## src/rtl/ilh_pkg.sv

```systemverilog
// ----------------------------------------------------------------------------
// Interval log2 histogram package
// Shared widths, constants, item kinds and stage types.
// ----------------------------------------------------------------------------
package ilh_pkg;

    localparam int PID_W        = 23;
    localparam int TS_W         = 64;
    localparam int BIN_W        = 5;
    localparam int CNT_W        = 32;
    localparam int NUM_BINS_DEF = 26;

    localparam logic [TS_W-1:0] US_DIV = TS_W'(1000);
    localparam logic [TS_W-1:0] MS_DIV = TS_W'(1000000);

    localparam logic [1:0] KIND_NONE   = 2'd0;
    localparam logic [1:0] KIND_RECORD = 2'd1;
    localparam logic [1:0] KIND_READ   = 2'd2;

    typedef struct packed {
        logic [1:0]       kind;
        logic [TS_W-1:0]  delta;
        logic [BIN_W-1:0] idx;
    } s1_item_t;

    typedef struct packed {
        logic [1:0]       kind;
        logic [BIN_W-1:0] bin;
        logic             in_range;
    } bin_item_t;

endpackage

```

## src/rtl/ilh_cfg.sv

```systemverilog
// ----------------------------------------------------------------------------
// Interval log2 histogram configuration registers
// APB write and read access to the process filter and the time unit.
// ----------------------------------------------------------------------------
module ilh_cfg
    import ilh_pkg::*;
(
    input  logic             clk,
    input  logic             rst_n,
    input  logic             psel,
    input  logic             penable,
    input  logic             pwrite,
    input  logic [2:0]       paddr,
    input  logic [31:0]      pwdata,
    output logic [31:0]      prdata,
    output logic             pready,
    output logic [PID_W-1:0] target_pid,
    output logic             unit_ms
);

    localparam logic REG_TARGET_PID = 1'b0;
    localparam logic REG_UNIT_MS    = 1'b1;

    logic [PID_W-1:0] target_pid_reg;
    logic             unit_ms_reg;
    logic             wr_en;
    logic             reg_sel;

    assign pready  = 1'b1;
    assign reg_sel = paddr[2];
    assign wr_en   = psel && penable && pwrite;

    always_ff @(posedge clk or negedge rst_n)
    begin
        if (!rst_n)
        begin
            target_pid_reg <= '0;
            unit_ms_reg    <= 1'b0;
        end
        else if (wr_en)
        begin
            unique case (reg_sel)
                REG_TARGET_PID: target_pid_reg <= pwdata[PID_W-1:0];
                REG_UNIT_MS:    unit_ms_reg    <= pwdata[0];
                default:        ;
            endcase
        end
    end

    always_comb
    begin
        unique case (reg_sel)
            REG_TARGET_PID: prdata = 32'(target_pid_reg);
            REG_UNIT_MS:    prdata = 32'(unit_ms_reg);
            default:        prdata = '0;
        endcase
    end

    assign target_pid = target_pid_reg;
    assign unit_ms    = unit_ms_reg;

endmodule

```

## src/rtl/ilh_front.sv

```systemverilog
// ----------------------------------------------------------------------------
// Interval log2 histogram input stage
// Filters events, tracks the last timestamp and registers the interval.
// ----------------------------------------------------------------------------
module ilh_front
    import ilh_pkg::*;
(
    input  logic             clk,
    input  logic             rst_n,
    input  logic             in_valid,
    output logic             in_stall,
    input  logic             mode,
    input  logic [PID_W-1:0] process_id,
    input  logic [TS_W-1:0]  timestamp_ns,
    input  logic [BIN_W-1:0] bin_index,
    input  logic [PID_W-1:0] target_pid,
    input  logic             s1_take,
    output logic             s1_valid,
    output s1_item_t         s1_item
);

    logic            s1_valid_reg;
    s1_item_t        s1_item_reg;
    s1_item_t        s1_item_next;
    logic [TS_W-1:0] last_time_reg;
    logic            have_last_reg;
    logic            accept;
    logic            pass;

    assign in_stall = s1_valid_reg && !s1_take;
    assign accept   = in_valid && !in_stall;
    assign pass     = !mode && ((target_pid == '0) || (process_id == target_pid));

    always_comb
    begin
        s1_item_next.delta = timestamp_ns - last_time_reg;
        s1_item_next.idx   = bin_index;
        if (mode)
            s1_item_next.kind = KIND_READ;
        else if (pass && have_last_reg)
            s1_item_next.kind = KIND_RECORD;
        else
            s1_item_next.kind = KIND_NONE;
    end

    always_ff @(posedge clk or negedge rst_n)
    begin
        if (!rst_n)
        begin
            s1_valid_reg  <= 1'b0;
            have_last_reg <= 1'b0;
            last_time_reg <= '0;
        end
        else
        begin
            if (accept)
                s1_valid_reg <= 1'b1;
            else if (s1_take)
                s1_valid_reg <= 1'b0;
            if (accept && pass)
            begin
                have_last_reg <= 1'b1;
                last_time_reg <= timestamp_ns;
            end
        end
    end

    always_ff @(posedge clk)
    begin
        if (accept)
            s1_item_reg <= s1_item_next;
    end

    assign s1_valid = s1_valid_reg;
    assign s1_item  = s1_item_reg;

endmodule

```

## src/rtl/ilh_bin.sv

```systemverilog
// ----------------------------------------------------------------------------
// Interval log2 histogram bin selection
// Maps the interval to a clamped log2 bin by comparing against scaled powers
// of two, and picks the bin address for reads.
// ----------------------------------------------------------------------------
module ilh_bin
    import ilh_pkg::*;
#(
    parameter int NUM_BINS = NUM_BINS_DEF,
    parameter int AW       = $clog2(NUM_BINS)
)
(
    input  s1_item_t      s1_item,
    input  logic          unit_ms,
    output bin_item_t     bin_item,
    output logic [AW-1:0] bin_addr
);

    logic [TS_W-1:0] divisor;
    logic [AW-1:0]   slot;

    assign divisor = unit_ms ? MS_DIV : US_DIV;

    // The quotient reaches 2^j exactly when the interval shifted by j
    // reaches the divisor, so the highest such j is the floor log2.
    always_comb
    begin
        slot = '0;
        for (int j = 1; j < NUM_BINS; j++)
        begin
            if ((s1_item.delta >> j) >= divisor)
                slot = AW'(j);
        end
    end

    always_comb
    begin
        bin_item.kind = s1_item.kind;
        case (s1_item.kind)
            KIND_RECORD:
            begin
                bin_item.bin      = BIN_W'(slot);
                bin_item.in_range = 1'b1;
                bin_addr          = slot;
            end
            KIND_READ:
            begin
                bin_item.bin      = s1_item.idx;
                bin_item.in_range = (int'(s1_item.idx) < NUM_BINS);
                bin_addr          = AW'(s1_item.idx);
            end
            default:
            begin
                bin_item.bin      = '0;
                bin_item.in_range = 1'b0;
                bin_addr          = '0;
            end
        endcase
    end

endmodule

```

## src/rtl/ilh_hist.sv

```systemverilog
// ----------------------------------------------------------------------------
// Interval log2 histogram counter store
// Holds the bin counts, performs the read-modify-write with forwarding and
// drives the result register.
// ----------------------------------------------------------------------------
module ilh_hist
    import ilh_pkg::*;
#(
    parameter int NUM_BINS = NUM_BINS_DEF,
    parameter int AW       = $clog2(NUM_BINS)
)
(
    input  logic             clk,
    input  logic             rst_n,
    input  logic             s1_valid,
    output logic             s1_take,
    input  bin_item_t        bin_item,
    input  logic [AW-1:0]    bin_addr,
    output logic             out_valid,
    input  logic             out_stall,
    output logic             recorded,
    output logic [BIN_W-1:0] bin,
    output logic [CNT_W-1:0] bin_count
);

    logic [CNT_W-1:0] mem [NUM_BINS];
    logic [NUM_BINS-1:0] bin_vld_reg;

    logic             s2_valid_reg;
    bin_item_t        s2_item_reg;
    logic [AW-1:0]    s2_addr_reg;
    logic [CNT_W-1:0] rd_data_reg;
    logic             rd_vld_reg;
    logic             fwd_hit_reg;
    logic [CNT_W-1:0] fwd_data_reg;

    logic             out_valid_reg;
    logic             recorded_reg;
    logic [BIN_W-1:0] bin_reg;
    logic [CNT_W-1:0] count_reg;

    logic             out_en;
    logic             s2_en;
    logic             wr_en;
    logic [CNT_W-1:0] cur;
    logic [CNT_W-1:0] wr_data;
    logic [CNT_W-1:0] count_next;

    assign out_en  = !out_valid_reg || !out_stall;
    assign s2_en   = !s2_valid_reg || out_en;
    assign s1_take = s1_valid && s2_en;
    assign wr_en   = s2_valid_reg && out_en && (s2_item_reg.kind == KIND_RECORD);

    assign cur     = fwd_hit_reg ? fwd_data_reg : (rd_vld_reg ? rd_data_reg : '0);
    assign wr_data = cur + CNT_W'(1);

    always_comb
    begin
        case (s2_item_reg.kind)
            KIND_RECORD: count_next = wr_data;
            KIND_READ:   count_next = s2_item_reg.in_range ? cur : '0;
            default:     count_next = '0;
        endcase
    end

    always_ff @(posedge clk)
    begin
        if (wr_en)
            mem[s2_addr_reg] <= wr_data;
        if (s2_en)
            rd_data_reg <= mem[bin_addr];
    end

    always_ff @(posedge clk or negedge rst_n)
    begin
        if (!rst_n)
        begin
            bin_vld_reg   <= '0;
            s2_valid_reg  <= 1'b0;
            out_valid_reg <= 1'b0;
            fwd_hit_reg   <= 1'b0;
            rd_vld_reg    <= 1'b0;
        end
        else
        begin
            if (wr_en)
                bin_vld_reg[s2_addr_reg] <= 1'b1;
            if (s2_en)
            begin
                s2_valid_reg <= s1_valid;
                rd_vld_reg   <= bin_vld_reg[bin_addr];
                fwd_hit_reg  <= wr_en && (s2_addr_reg == bin_addr);
            end
            if (out_en)
                out_valid_reg <= s2_valid_reg;
        end
    end

    always_ff @(posedge clk)
    begin
        if (s2_en)
        begin
            s2_item_reg  <= bin_item;
            s2_addr_reg  <= bin_addr;
            fwd_data_reg <= wr_data;
        end
        if (out_en && s2_valid_reg)
        begin
            recorded_reg <= (s2_item_reg.kind == KIND_RECORD);
            bin_reg      <= s2_item_reg.bin;
            count_reg    <= count_next;
        end
    end

    assign out_valid = out_valid_reg;
    assign recorded  = recorded_reg;
    assign bin       = bin_reg;
    assign bin_count = count_reg;

endmodule

```

## src/rtl/entry_interval_log2_histogram_unit.sv

```systemverilog
// ----------------------------------------------------------------------------
// Entry interval log2 histogram unit
// Builds a log2 histogram of the intervals between function entry events and
// returns bin counts on request.
//
//   Channel   Direction   Handshake              Payload
//   in        input       in_valid / in_stall    mode, process_id,
//                                                timestamp_ns, bin_index
//   out       output      out_valid / out_stall  recorded, bin, bin_count
//   cfg       APB slave   psel / penable         paddr, pwdata, prdata
//
// One item is accepted per cycle while in_stall is low; each result is
// loaded into the output register after passing through the input, bin
// and result registers, and a stall can hold it between them.
// Reset clears the histogram at once through per-bin valid flags.
// A stalled result holds the output register, and the stall ripples back
// through the stages only as far as there are no empty slots.
// ----------------------------------------------------------------------------
module entry_interval_log2_histogram_unit
    import ilh_pkg::*;
#(
    parameter int NUM_BINS = NUM_BINS_DEF
)
(
    input  logic             clk,
    input  logic             rst_n,
    input  logic             psel,
    input  logic             penable,
    input  logic             pwrite,
    input  logic [2:0]       paddr,
    input  logic [31:0]      pwdata,
    output logic [31:0]      prdata,
    output logic             pready,
    input  logic             in_valid,
    output logic             in_stall,
    input  logic             mode,
    input  logic [PID_W-1:0] process_id,
    input  logic [TS_W-1:0]  timestamp_ns,
    input  logic [BIN_W-1:0] bin_index,
    output logic             out_valid,
    input  logic             out_stall,
    output logic             recorded,
    output logic [BIN_W-1:0] bin,
    output logic [CNT_W-1:0] bin_count
);

    localparam int AW = $clog2(NUM_BINS);

    logic [PID_W-1:0] target_pid;
    logic             unit_ms;
    logic             s1_valid;
    logic             s1_take;
    s1_item_t         s1_item;
    bin_item_t        bin_item;
    logic [AW-1:0]    bin_addr;

    ilh_cfg u_cfg (
        .clk        (clk),
        .rst_n      (rst_n),
        .psel       (psel),
        .penable    (penable),
        .pwrite     (pwrite),
        .paddr      (paddr),
        .pwdata     (pwdata),
        .prdata     (prdata),
        .pready     (pready),
        .target_pid (target_pid),
        .unit_ms    (unit_ms)
    );

    ilh_front u_front (
        .clk          (clk),
        .rst_n        (rst_n),
        .in_valid     (in_valid),
        .in_stall     (in_stall),
        .mode         (mode),
        .process_id   (process_id),
        .timestamp_ns (timestamp_ns),
        .bin_index    (bin_index),
        .target_pid   (target_pid),
        .s1_take      (s1_take),
        .s1_valid     (s1_valid),
        .s1_item      (s1_item)
    );

    ilh_bin #(
        .NUM_BINS (NUM_BINS),
        .AW       (AW)
    ) u_bin (
        .s1_item  (s1_item),
        .unit_ms  (unit_ms),
        .bin_item (bin_item),
        .bin_addr (bin_addr)
    );

    ilh_hist #(
        .NUM_BINS (NUM_BINS),
        .AW       (AW)
    ) u_hist (
        .clk       (clk),
        .rst_n     (rst_n),
        .s1_valid  (s1_valid),
        .s1_take   (s1_take),
        .bin_item  (bin_item),
        .bin_addr  (bin_addr),
        .out_valid (out_valid),
        .out_stall (out_stall),
        .recorded  (recorded),
        .bin       (bin),
        .bin_count (bin_count)
    );

endmodule
```

## config.mk

```make
export PLATFORM = sky130hd
export DESIGN_NAME = entry_interval_log2_histogram_unit
export DESIGN_NICKNAME = d
export VERILOG_FILES = /design/src/rtl/ilh_pkg.sv /design/src/rtl/ilh_cfg.sv /design/src/rtl/ilh_front.sv /design/src/rtl/ilh_bin.sv /design/src/rtl/ilh_hist.sv /design/src/rtl/entry_interval_log2_histogram_unit.sv
export SDC_FILE = /design/constraint.sdc
export NUM_CORES = 2
export LEC_CHECK = 0
export BUFFER_PORTS_ARGS = -buffer_cell sky130_fd_sc_hd__buf_2
export CORE_MARGIN = 1.5
export CORE_UTILIZATION = 60
export CTS_BUF_LIST = sky130_fd_sc_hd__clkbuf_8
export DETAILED_ROUTE_END_ITERATION = 12
export PLACE_DENSITY = 0.78
export RECOVER_POWER = 100
export SLEW_MARGIN = 20
export SYNTH_ARGS = -nofsm -noshare
export SYNTH_HDL_FRONTEND = slang
export SYNTH_HIERARCHICAL = 1
export SYNTH_SLANG_ARGS = --single-unit
```

## constraint.sdc

```tcl
create_clock -name clk -period 14.77 [get_ports clk]
set_input_delay 0 -clock clk [delete_from_list [all_inputs] [get_ports clk]]
set_output_delay 0 -clock clk [all_outputs]
set_load 0.02 [all_outputs]
```

==> results.md <==
- P_leak: 21.2 nW
- Area grow syn2layout: 14.0%
- Die width: 302 um
- Synth Instances: 3675
- Area of the multi-input gates: 18600 um2
- Setup bufs post-CTS: 0
- DR iter-0 viols: 4094
- Crit path arrival time: 11700 ps
- WHS: 93.1 ps
- Root buffer cell: clkbuf_8
- Initial Util: 60.6%
- Power, Total: 0.00864 W
- Critical Path Sink Type: register
- CTS buffer count: 175
- Min cycle time layout: 11090 ps
- Failing checks: max-capacitance violations, max-slew violations
- Fin crit share: 75.1%
- Top-level I/O count: 208
- Die Y: 302 um
- CP top delay family: buffers and inverters
- DIE AREA: 91100 um2
- Clock Skew: 58.1 ps
- HP Class: in2reg
- CTS Buffer Depth: 3
- CP Class: reg2reg
- Worst-Margin Slew: 4700 ps
- Crit path cell chain: clkbuf_1 -> clkinv_1 -> clkbuf_1 -> ha_1 -> nor4b_1 -> o311ai_0 -> a211oi_1 -> a2111oi_0 -> nor3b_1 -> and3_1 -> o311ai_0 -> a311oi_4 -> clkbuf_1 -> a21oi_1 -> mux2_2
- Drt via density: 6.54
- Worst path max stage delay: 2480 ps
- Detail Route Antenna Nets: 0
- Clk pin slew, worst setup/hold paths: 70 ps
- Max reg flops: 832
- Slowest cell on the critical path: clkbuf_1
- Peak VDD IR: 137 uV
- Post-detail-place hpwl: 89500 um
- CTS tree: done
- Status: finished, violations left
- Tot GR Track Use: 32.9%
- Drt total wl: 149000 um
- Core area: 88400 um2
- R2r setup slk: 3680 ps
- Std-Cell Rows: 109
- Fmax: 90.2 MHz
- H-tree levels: 4
- Syn avg cell area: 14.6 um2
- Buf+Inv Stages, Crit Path: 4
- 1st-pass router iterations: 6
- Slew HR: -213%
- Final Setup Violations: 0
- Post-route DRC violation count: 0
- Startpoint type of the worst setup path: register
- First-pass GRT wire length: 221000 um
- Crit path required time: 15390 ps
- Storage element area: 33500 um2
- Worst-skew pair later-pin latency: 870 ps
- Most used cell, CP: clkbuf_1
- Synth warn: 6
- Fin. Hold Viols: 0
- Mean routed wirelength per cell: 27.2 um
- Filler instances: 5757
- Nets: 4438
- Routability Congestion: 0.957
- Pwr dens: 141 nW/um2
- Crit-path max FO: 55
- PortBufs: 186
- Final core occ: 69.1%
- Vias in the first global route: 36000
- CTS sink cnt: 1137
- Initial antenna violation count: 3
- Largest net degree at the start of global routing: 147
- Maxcap violations: 61
- Pins Over Slew Limit: 1698
- Setup TNS: 0 ps
- Via count: 35700
- Ratio of cells with drive above 1 in the final layout: 16.8%
- RSZ-0062 raised after global routing: no
- Grt ovf: 0
- Synthesized area: 53600 um2
-- timing repair --
item                                   CTS  global route
hold buffers                           229             0
resized for setup                        0             0
endpoints found under the hold margin  327             0
setup endpoints to repair                0             0
-- worst min-delay path, cell delays in order --
cell	delay, ps
dlygate4sd3_1	580
buf_2	150
nand3_1	90
a21boi_0	100
-- report_power, final --
part	switching, W	leakage [nW]	internal (W)
Sequential	0.000177	10.8	0.00398
Clock	0.00125	1.93	0.00133
Combinational	0.00125	8.50	0.000651
-- metal layers --
layer,GRT usage [%],wire length (um)
met2,53.2,71200
met5,0,13
met1,44.3,56100
met3,6.62,15700
met4,12.9,5840
-- final cells by class --
cell class                      instances  share of cell area (%)
Clock buffer                          177                    3.99
Tap cell                             1165                    2.39
Sequential cell                      1137                    54.9
Antenna cell                            1                 0.00410
Timing Repair Buffer                  498                    5.83
Multi-Input combinational cell       2205                    30.4
Inverter                              134                   0.823
Clock inverter                        148                    1.68
-- worst paths after layout --
kind / depth (start not counted) / end / from
setup reg to reg: 15 / u_hist/rd_data_reg[28]$_DFFE_PN_ / u_cfg/unit_ms$_DFFE_PN0P_
setup / recovery: 15 / u_hist/rd_data_reg[28]$_DFFE_PN_ / u_cfg/unit_ms$_DFFE_PN0P_
hold reg to reg: 0 / u_hist/bin[3]$_DFFE_PP_ / u_hist/s2_item_reg[4]$_DFFE_PN_
max in group asynchronous: 4 / u_cfg/target_pid[20]$_DFFE_PN0P_ / rst_n
min in group asynchronous: 4 / u_front/last_time_reg[44]$_DFFE_PN0P_ / rst_n
hold / removal: 4 / u_hist/fwd_hit_reg$_DFFE_PN0N_ / out_stall
-- placed cells by master, fill, tap and decap left out, types with 48 or more instances in the layout --
| cell | instances |
|---|---|
| buf_2 | 118 |
| nor3_1 | 48 |
| nor4_1 | 65 |
| a211oi_1 | 54 |
| nand4_1 | 63 |
| dfrtp_1 | 120 |
| a21oi_1 | 186 |
| ha_1 | 151 |
| nor2b_1 | 75 |
| nor2_1 | 176 |
| xnor2_1 | 72 |
| inv_1 | 180 |
| edfxtp_1 | 1017 |
| dlygate4sd3_1 | 228 |
| nand2_1 | 210 |
| mux4_2 | 231 |
| o21ai_0 | 148 |
| clkbuf_1 | 128 |
| clkbuf_8 | 177 |
| nand3_1 | 71 |
-- through the flow --
stage	cells	setup WS (ps)	area, um2
final	5465	3680	61100
after global routing	5465	3400	61100
after CTS	5464	6720	61800
after detailed placement	4910	6670	56100
after global placement	4910	6640	56100
after floorplan	3683	8310	53600
No activity file was read; power rests on OpenSTA's default activity.
